<file path="src/psm_pkg.sv">
// Shared types, codes and the CRC-16 step for the packet serial master.
package psm_pkg;

    localparam logic [1:0] OP_START   = 2'd0;
    localparam logic [1:0] OP_RX_BYTE = 2'd1;
    localparam logic [1:0] OP_TICK    = 2'd2;

    localparam logic [1:0] KIND_WRITE      = 2'd0;
    localparam logic [1:0] KIND_WRITE_DATA = 2'd1;
    localparam logic [1:0] KIND_READ_WORDS = 2'd2;
    localparam logic [1:0] KIND_READ_HALF  = 2'd3;

    localparam logic [1:0] REG_DEVICE_ADDRESS = 2'd0;
    localparam logic [1:0] REG_TIMEOUT_TICKS  = 2'd1;
    localparam logic [1:0] REG_MAX_RETRIES    = 2'd2;

    localparam logic [7:0]  ACK_BYTE = 8'hFF;
    localparam logic [15:0] CRC_POLY = 16'h1021;

    localparam int FRAME_MAX = 5;
    localparam int COUNT_W   = 3;

    typedef struct packed {
        logic                      load;
        logic                      is_finish;
        logic [COUNT_W-1:0]        count;
        logic [FRAME_MAX-1:0][7:0] bytes;
        logic                      status;
        logic [31:0]               first_value;
        logic [31:0]               second_value;
    } burst_t;

    function automatic logic [15:0] crc_byte(input logic [15:0] c_in, input logic [7:0] b);
        logic [15:0] c;
        c = c_in ^ {b, 8'h00};
        for (int i = 0; i < 8; i++) begin
            if (c[15]) begin
                c = {c[14:0], 1'b0} ^ CRC_POLY;
            end else begin
                c = {c[14:0], 1'b0};
            end
        end
        return c;
    endfunction

endpackage

</file>
<file path="src/packet_serial_master_crc16.sv">
// Top level of the packet serial master: input register, core and result buffer.
// Host side of a packet serial motor-controller link with CRC-16 (poly 0x1021,
// init 0). Input items are start requests, received bytes and timer ticks; each
// is registered, processed by the core and its results (up to five frame bytes,
// or one finish item carrying status and read words) are loaded into a result
// buffer that drains one item per cycle, while m_tready is high, on the master
// side. An item goes through the input register, then the result buffer, to its
// first result; a new item is taken every cycle while the buffer is empty or
// hands over its final result, so an item with n results (n from 0 to 5) holds
// the output for all of them, and the single-result-per-cycle port sets the sustained rate.
module packet_serial_master_crc16 (
    input  logic        aclk,
    input  logic        aresetn,
    input  logic        s_tvalid,
    output logic        s_tready,
    input  logic [31:0] s_tdata,   // request_kind[1:0], command_code[9:2], data_byte[17:10],
                                   // rx_byte[25:18], zero fill[31:26]
    input  logic [1:0]  s_tuser,   // opcode[1:0]
    output logic        m_tvalid,
    input  logic        m_tready,
    output logic [79:0] m_tdata,   // tx_byte[7:0], status[8], first_value[40:9],
                                   // second_value[72:41], zero fill[79:73]
    output logic        m_tuser,   // result_kind[0]
    output logic        m_tlast,
    input  logic        cfg_wr_en,
    input  logic [1:0]  cfg_index,
    input  logic [15:0] cfg_wdata
);
    import psm_pkg::*;

    logic [7:0]  dev_addr_reg;
    logic [15:0] timeout_reg;
    logic [3:0]  max_retries_reg;

    logic        in_valid_reg;
    logic [1:0]  in_op_reg;
    logic [1:0]  in_kind_reg;
    logic [7:0]  in_cmd_reg;
    logic [7:0]  in_data_reg;
    logic [7:0]  in_rx_reg;

    logic [COUNT_W-1:0]        buf_count_reg;
    logic [FRAME_MAX-1:0][7:0] buf_bytes_reg;
    logic                      buf_finish_reg;
    logic                      buf_status_reg;
    logic [31:0]               buf_v1_reg;
    logic [31:0]               buf_v2_reg;

    logic   buf_free, advance, s_fire, m_take, load;
    burst_t burst;

    assign buf_free = (buf_count_reg == '0) ||
                      ((buf_count_reg == COUNT_W'(1)) && m_tready);
    assign advance  = in_valid_reg && buf_free;
    assign s_tready = !in_valid_reg || advance;
    assign s_fire   = s_tvalid && s_tready;
    assign m_take   = m_tvalid && m_tready;
    assign load     = advance && burst.load;

    always_ff @(posedge aclk) begin
        if (!aresetn) begin
            dev_addr_reg    <= 8'd128;
            timeout_reg     <= 16'd1000;
            max_retries_reg <= 4'd2;
        end else if (cfg_wr_en) begin
            case (cfg_index)
                REG_DEVICE_ADDRESS: dev_addr_reg    <= cfg_wdata[7:0];
                REG_TIMEOUT_TICKS:  timeout_reg     <= cfg_wdata;
                REG_MAX_RETRIES:    max_retries_reg <= cfg_wdata[3:0];
                default: begin
                end
            endcase
        end
    end

    always_ff @(posedge aclk) begin
        if (!aresetn) begin
            in_valid_reg <= 1'b0;
        end else if (s_fire) begin
            in_valid_reg <= 1'b1;
        end else if (advance) begin
            in_valid_reg <= 1'b0;
        end
    end

    always_ff @(posedge aclk) begin
        if (s_fire) begin
            in_op_reg   <= s_tuser;
            in_kind_reg <= s_tdata[1:0];
            in_cmd_reg  <= s_tdata[9:2];
            in_data_reg <= s_tdata[17:10];
            in_rx_reg   <= s_tdata[25:18];
        end
    end

    psm_core u_core (
        .aclk           (aclk),
        .aresetn        (aresetn),
        .item_en        (advance),
        .opcode         (in_op_reg),
        .request_kind   (in_kind_reg),
        .command_code   (in_cmd_reg),
        .data_byte      (in_data_reg),
        .rx_byte        (in_rx_reg),
        .device_address (dev_addr_reg),
        .timeout_ticks  (timeout_reg),
        .max_retries    (max_retries_reg),
        .burst          (burst)
    );

    always_ff @(posedge aclk) begin
        if (!aresetn) begin
            buf_count_reg <= '0;
        end else if (load) begin
            buf_count_reg <= burst.count;
        end else if (m_take) begin
            buf_count_reg <= buf_count_reg - COUNT_W'(1);
        end
    end

    always_ff @(posedge aclk) begin
        if (load) begin
            buf_bytes_reg  <= burst.bytes;
            buf_finish_reg <= burst.is_finish;
            buf_status_reg <= burst.status;
            buf_v1_reg     <= burst.first_value;
            buf_v2_reg     <= burst.second_value;
        end else if (m_take) begin
            buf_bytes_reg <= {8'h00, buf_bytes_reg[FRAME_MAX-1:1]};
        end
    end

    assign m_tvalid = (buf_count_reg != '0);
    assign m_tlast  = (buf_count_reg == COUNT_W'(1));
    assign m_tuser  = buf_finish_reg;
    assign m_tdata  = {7'b0, buf_v2_reg, buf_v1_reg, buf_status_reg, buf_bytes_reg[0]};

    a_count_bound: assert property (@(posedge aclk) disable iff (!aresetn)
        buf_count_reg <= COUNT_W'(FRAME_MAX))
        else $error("result buffer count out of range");

    a_finish_is_last: assert property (@(posedge aclk) disable iff (!aresetn)
        (m_tvalid && m_tuser) |-> m_tlast)
        else $error("finish item not marked last");

    a_drain_step: assert property (@(posedge aclk) disable iff (!aresetn)
        (m_take && !load) |=> (buf_count_reg == $past(buf_count_reg) - COUNT_W'(1)))
        else $error("result buffer did not advance by one item");

endmodule

</file>
<file path="src/psm_core.sv">
// Transaction state, frame builder and reply checker of the packet serial master.
module psm_core (
    input  logic             aclk,
    input  logic             aresetn,
    input  logic             item_en,
    input  logic [1:0]       opcode,
    input  logic [1:0]       request_kind,
    input  logic [7:0]       command_code,
    input  logic [7:0]       data_byte,
    input  logic [7:0]       rx_byte,
    input  logic [7:0]       device_address,
    input  logic [15:0]      timeout_ticks,
    input  logic [3:0]       max_retries,
    output psm_pkg::burst_t  burst
);
    import psm_pkg::*;

    logic        busy_reg, busy_next;
    logic [1:0]  kind_reg, kind_next;
    logic [7:0]  cmd_reg, cmd_next;
    logic [7:0]  data_reg, data_next;
    logic [15:0] crc_reg, crc_next;
    logic [3:0]  count_reg, count_next;
    logic [3:0]  retries_reg, retries_next;
    logic [15:0] idle_reg, idle_next;
    logic [31:0] word_one_reg, word_one_next;
    logic [31:0] word_two_reg, word_two_next;
    logic [15:0] crc_rx_reg, crc_rx_next;

    logic [1:0]  frame_kind;
    logic [7:0]  frame_cmd;
    logic [7:0]  frame_data;
    logic [15:0] crc_addr, crc_cmd, crc_data, frame_crc;
    logic [15:0] idle_inc;
    logic [15:0] rx_crc;
    logic [15:0] crc_full;
    logic [3:0]  reply_len;
    logic        do_frame, do_finish, retry, fin_status;
    logic [31:0] fin_v1, fin_v2;

    assign frame_kind = (opcode == OP_START) ? request_kind : kind_reg;
    assign frame_cmd  = (opcode == OP_START) ? command_code : cmd_reg;
    assign frame_data = (opcode == OP_START) ? data_byte : data_reg;
    assign crc_addr   = crc_byte(16'h0000, device_address);
    assign crc_cmd    = crc_byte(crc_addr, frame_cmd);
    assign crc_data   = crc_byte(crc_cmd, frame_data);
    assign frame_crc  = (frame_kind == KIND_WRITE_DATA) ? crc_data : crc_cmd;
    assign idle_inc   = (idle_reg != 16'hFFFF) ? idle_reg + 16'd1 : idle_reg;
    assign rx_crc     = crc_byte(crc_reg, rx_byte);
    assign crc_full   = {crc_rx_reg[15:8], rx_byte};
    assign reply_len  = (kind_reg == KIND_READ_WORDS) ? 4'd8 : 4'd2;

    always_comb begin
        busy_next     = busy_reg;
        kind_next     = kind_reg;
        cmd_next      = cmd_reg;
        data_next     = data_reg;
        crc_next      = crc_reg;
        count_next    = count_reg;
        retries_next  = retries_reg;
        idle_next     = idle_reg;
        word_one_next = word_one_reg;
        word_two_next = word_two_reg;
        crc_rx_next   = crc_rx_reg;
        do_frame      = 1'b0;
        do_finish     = 1'b0;
        retry         = 1'b0;
        fin_status    = 1'b0;
        fin_v1        = 32'h0;
        fin_v2        = 32'h0;
        burst         = '0;

        if (item_en) begin
            case (opcode)
                OP_START: begin
                    if (!busy_reg) begin
                        kind_next    = request_kind;
                        cmd_next     = command_code;
                        data_next    = data_byte;
                        retries_next = max_retries;
                        busy_next    = 1'b1;
                        do_frame     = 1'b1;
                    end
                end
                OP_RX_BYTE: begin
                    if (busy_reg) begin
                        idle_next = 16'h0;
                        if (!kind_reg[1]) begin
                            if (rx_byte == ACK_BYTE) begin
                                do_finish = 1'b1;
                            end else begin
                                retry = 1'b1;
                            end
                        end else if (count_reg < reply_len) begin
                            crc_next = rx_crc;
                            if (count_reg < 4'd4) begin
                                word_one_next = {word_one_reg[23:0], rx_byte};
                            end else begin
                                word_two_next = {word_two_reg[23:0], rx_byte};
                            end
                            count_next = count_reg + 4'd1;
                        end else if (count_reg == reply_len) begin
                            crc_rx_next = {rx_byte, 8'h00};
                            count_next  = count_reg + 4'd1;
                        end else begin
                            crc_rx_next = crc_full;
                            count_next  = 4'd0;
                            if (crc_full == crc_reg) begin
                                do_finish = 1'b1;
                                fin_v1    = word_one_reg;
                                fin_v2    = (kind_reg == KIND_READ_WORDS) ? word_two_reg : 32'h0;
                            end else begin
                                retry = 1'b1;
                            end
                        end
                    end
                end
                OP_TICK: begin
                    if (busy_reg) begin
                        idle_next = idle_inc;
                        if (idle_inc >= timeout_ticks) begin
                            retry = 1'b1;
                        end
                    end
                end
                default: begin
                end
            endcase
        end

        if (retry) begin
            if (retries_reg != 4'd0) begin
                retries_next = retries_reg - 4'd1;
                do_frame     = 1'b1;
            end else begin
                do_finish  = 1'b1;
                fin_status = 1'b1;
            end
        end

        if (do_finish) begin
            busy_next          = 1'b0;
            burst.load         = 1'b1;
            burst.is_finish    = 1'b1;
            burst.count        = COUNT_W'(1);
            burst.status       = fin_status;
            burst.first_value  = fin_v1;
            burst.second_value = fin_v2;
        end

        if (do_frame) begin
            crc_next      = frame_crc;
            count_next    = 4'd0;
            idle_next     = 16'h0;
            word_one_next = 32'h0;
            word_two_next = 32'h0;
            crc_rx_next   = 16'h0;
            burst.load     = 1'b1;
            burst.bytes[0] = device_address;
            burst.bytes[1] = frame_cmd;
            case (frame_kind)
                KIND_WRITE: begin
                    burst.bytes[2] = frame_crc[15:8];
                    burst.bytes[3] = frame_crc[7:0];
                    burst.count    = COUNT_W'(4);
                end
                KIND_WRITE_DATA: begin
                    burst.bytes[2] = frame_data;
                    burst.bytes[3] = frame_crc[15:8];
                    burst.bytes[4] = frame_crc[7:0];
                    burst.count    = COUNT_W'(5);
                end
                default: begin
                    burst.count = COUNT_W'(2);
                end
            endcase
        end
    end

    always_ff @(posedge aclk) begin
        if (!aresetn) begin
            busy_reg     <= 1'b0;
            kind_reg     <= 2'd0;
            cmd_reg      <= 8'h0;
            data_reg     <= 8'h0;
            crc_reg      <= 16'h0;
            count_reg    <= 4'd0;
            retries_reg  <= 4'd0;
            idle_reg     <= 16'h0;
            word_one_reg <= 32'h0;
            word_two_reg <= 32'h0;
            crc_rx_reg   <= 16'h0;
        end else begin
            busy_reg     <= busy_next;
            kind_reg     <= kind_next;
            cmd_reg      <= cmd_next;
            data_reg     <= data_next;
            crc_reg      <= crc_next;
            count_reg    <= count_next;
            retries_reg  <= retries_next;
            idle_reg     <= idle_next;
            word_one_reg <= word_one_next;
            word_two_reg <= word_two_next;
            crc_rx_reg   <= crc_rx_next;
        end
    end

    a_finish_clears_busy: assert property (@(posedge aclk) disable iff (!aresetn)
        (item_en && burst.load && burst.is_finish) |=> !busy_reg)
        else $error("busy still set after a finish item");

    a_frame_sets_busy: assert property (@(posedge aclk) disable iff (!aresetn)
        (item_en && burst.load && !burst.is_finish) |=> busy_reg)
        else $error("frame sent without an open transaction");

    a_reply_count_bound: assert property (@(posedge aclk) disable iff (!aresetn)
        count_reg <= 4'd9)
        else $error("reply byte count out of range");

endmodule
</file>
<file path="config.mk">
export PLATFORM = sky130hd
export DESIGN_NAME = packet_serial_master_crc16
export DESIGN_NICKNAME = d
export VERILOG_FILES = /design/src/psm_pkg.sv /design/src/packet_serial_master_crc16.sv /design/src/psm_core.sv
export SDC_FILE = /design/constraint.sdc
export NUM_CORES = 1
export LEC_CHECK = 0
export ABC_AREA = 0
export BUFFER_PORTS_ARGS = -buffer_cell sky130_fd_sc_hd__buf_2
export CORE_MARGIN = 4
export CORE_UTILIZATION = 60
export CTS_BUF_LIST = sky130_fd_sc_hd__clkbuf_4
export DETAILED_ROUTE_END_ITERATION = 8
export PLACE_DENSITY = 0.81
export SYNTH_ARGS = -nofsm -noshare
export SYNTH_HDL_FRONTEND = slang
export SYNTH_SLANG_ARGS = --single-unit
</file>
<file path="constraint.sdc">
create_clock -name aclk -period 5.7 [get_ports aclk]
set_input_delay 0.285 -clock aclk [delete_from_list [all_inputs] [get_ports aclk]]
set_output_delay 0.285 -clock aclk [all_outputs]
set_load 0.05 [all_outputs]
</file>
==> flow_summary.json <==
{
  "min_period_ns": 4.69,
  "row_count": 55,
  "hold_viol_final": 0,
  "cp-start-kind": "flop",
  "yosys_most_used_dff": "dfxtp_1",
  "synthSimpleGateAreaFrac": 0.166,
  "fillCellCount": 1681,
  "vias": 10408,
  "synth_cell_types": 75,
  "slowest_delay_ns": 0.56,
  "postSynthRegisterBits": 297,
  "crit_type": "flop to flop",
  "routabilityCongestion": 0.887,
  "start_util": 0.611,
  "worstPathCellList": "ha_1 > and2_1 > nor3b_1 > nand4_1 > and2_0 > and4_1 > xor2_1 > ha_1 > a211oi_1 > a211oi_1 > a311o_1 > nand3_2 > nand2_1 > nand2_1 > o221ai_1",
  "slew_headroom": 0.111,
  "synth_compound_area_frac": 0.105,
  "port_buffers": 127,
  "synth_adder_area_share": 0.0243,
  "grt_use_total": 0.242,
  "cts_max_path_buffers": 3,
  "cp_slowest_cell": "nand2_1",
  "reg2reg_depth": 15,
  "leakage_nw": 6.38,
  "clock-root-buffer": "clkbuf_4",
  "cp-end-kind": "flop",
  "synthesis.area_sq_um": 13900,
  "drive_gt1_frac": 0.191,
  "die_x_microns": 160,
  "finalSetupTns_ns": 0,
  "cpLargestDelayFamily": "simple AND/OR/NAND/NOR gates",
  "rsz0062_at_grt": "no",
  "grt-ovfl-total": 0,
  "p_int_mw": 4.11,
  "async_flop_share": 0,
  "multi_input_area_sq_um": 6030,
  "synth_edf_count": 134,
  "htree_levels": 3,
  "power_density_nw_per_um2": 380,
  "cts_tree": "built",
  "grt_max_degree": 93,
  "synth_xor_area_frac": 0.0955,
  "synthMuxAreaShare": 0.0387,
  "clk_latency_ns": 0.72,
  "hpwlAfterDp_mm": 20.0,
  "final_area_sq_um": 16100,
  "die_area_sq_um": 25600,
  "min_path_type": "input port to flop",
  "seq_power_share": 0.431,
  "tightest_slew_ns": 1.33,
  "grt_pass1_vias": 10072,
  "crit_fanout": 12,
  "clk_pin_slew_ns": 0.07,
  "synth_seq_area_share": 0.525,
  "place_area_sq_um": 14600,
  "yosysWarnings": 0,
  "post-route-drc-count": 0,
  "clock.fmax_mhz": 213,
  "antenna_found_initial": 2,
  "clkPwrFrac": 0.315,
  "seq_area_sq_um": 7290,
  "drv_slew": 0,
  "grt_pass1_wl_mm": 50.9,
  "numCtsBuffers": 76,
  "layout_commonest_cell": "nand2_1",
  "critPathRequiredTime_ns": 6.11,
  "drt-initial-drc-count": 828,
  "skew_ns": 0.0405,
  "combPwrFrac": 0.254,
  "synth_top_family_by_area": "simple AND/OR/NAND/NOR gates",
  "design.core.area_sq_um": 22700,
  "cp.arrival_ns": 5.10,
  "cts-resized-gates": 0,
  "drtPass1Iterations": 5,
  "crit_buf_inv": 0,
  "drv_cap": 0,
  "postRouteAntennaNets": 0,
  "die_h_microns": 160,
  "cts_setup_buffers": 0,
  "viasPerCell": 5.49,
  "crit_cells": 15,
  "io_pins": 141,
  "status": "finished, final reports clean",
  "syn_avg_cell_area_sq_um": 10.1,
  "fin_crit_sh": 0.823,
  "power_mw": 6.10,
  "wl_mm": 31.4,
  "cts.sinks": 297,
  "postSynthCellCount": 1374,
  "hold_depth": 3,
  "timing.final.setup_violations": 0,
  "final_nets": 1635,
  "p_sw_frac": 0.326,
  "wl_per_cell_microns": 16.6,
  "final_cell_mix": "nand2_1 (267), dfxtp_1 (163), edfxtp_1 (134)",
  "peakVddDrop_v": 0.000374,
  "syn2layout_area_growth_pct": 15.7,
  "p_sw_mw": 1.99
}
==> path summary, 6_finish.rpt <==
path / start / endpoint / slack, ns
worst max-delay path: u_core.idle_reg[0] / buf_bytes_reg[23] / 1.01
worst max register to register: u_core.idle_reg[0] / buf_bytes_reg[23] / 1.01
worst min-delay path: m_tready / buf_count_reg[1] / 0.07
worst min register to register: u_core.word_two_reg[17] / u_core.word_two_reg[25] / 0.45
==> power groups by stage <==
stage               clock network, mW  registers, mW  logic (mW)
CTS                              1.95           2.62        1.54
global placement                    0           2.66        1.48
detailed placement                  0           2.66        1.50
global route                     2.07           2.65        1.66
finish                           1.92           2.63        1.55
floorplan                           0           2.73        1.13
==> cell usage after synthesis, drive strengths merged, types with 11 or more instances <==
master | n | area share
and2 | 71 | 0.032
dfxtp | 163 | 0.24
edfxtp | 134 | 0.29
clkbuf | 52 | 0.014
o211ai | 12 | 0.0065
inv | 30 | 0.0081
nor3 | 12 | 0.0047
mux2i | 43 | 0.032
a211oi | 11 | 0.0059
xnor2 | 58 | 0.043
nand3 | 17 | 0.0065
a21oi | 132 | 0.048
ha | 27 | 0.024
xor2 | 54 | 0.037
nand2b | 11 | 0.0050
buf | 43 | 0.022
nand2 | 268 | 0.072
nor2 | 86 | 0.023
o21ai | 37 | 0.013
==> worst register-to-register path: stages (launching register included) <==
cell      delay [ns]
dfxtp_1         0.41
ha_1            0.22
and2_1          0.19
nor3b_1         0.19
nand4_1         0.33
and2_0          0.40
and4_1          0.30
xor2_1          0.15
ha_1            0.19
a211oi_1        0.29
a211oi_1        0.12
a311o_1         0.40
nand3_2         0.14
nand2_1         0.31
nand2_1         0.56
o221ai_1        0.23
==> area by class of cell <==
type,instances,area share
tap,285,0.0222
multi-input combinational,957,0.375
clock inverter,16,0.00779
timing repair buffer,188,0.0768
clock buffer,121,0.0566
inverter,31,0.00725
antenna,1,0.000156
sequential,297,0.454
==> per-stage QoR <==
step | worst slack (ns) | instances | hold slack, ns | utilization
after floorplan | 0.757 | 1380 | 0.384 | -
after global placement | 1.20 | 1712 | 0.439 | 0.641
after detailed placement | 1.10 | 1712 | 0.443 | 0.641
after CTS | 1.06 | 1895 | 0.0231 | 0.707
after global routing | 0.622 | 1896 | 0.0585 | 0.707
final | 1.01 | 1896 | 0.0707 | 0.707
==> kinds of logic after synthesis <==
| group | after synthesis |
|---|---|
| flip-flops | 297 |
| XOR/XNOR | 121 |
| AND/OR/NAND/NOR | 507 |
| AO/OA/AOI/OAI | 244 |
| buffers and inverters | 126 |
| other | 1 |
| multiplexers | 51 |
| adder cells (fa/ha/maj) | 27 |
==> per-layer routing <==
metal | global-route usage | vias up | wire, microns
li1 | - | 5101 | -
met3 | 0.0539 | 62 | 2020
met5 | 0 | - | 13
met1 | 0.316 | 4859 | 13500
met4 | 0.0907 | 2 | 705
met2 | 0.397 | 384 | 15200
==> repair_timing <==
| action | CTS | global route |
|---|---|---|
| hold endpoints to repair | 57 | 0 |
| hold buffers | 46 | 0 |
| setup endpoints to repair | 0 | 0 |
Power figures use the tool's default switching activity.
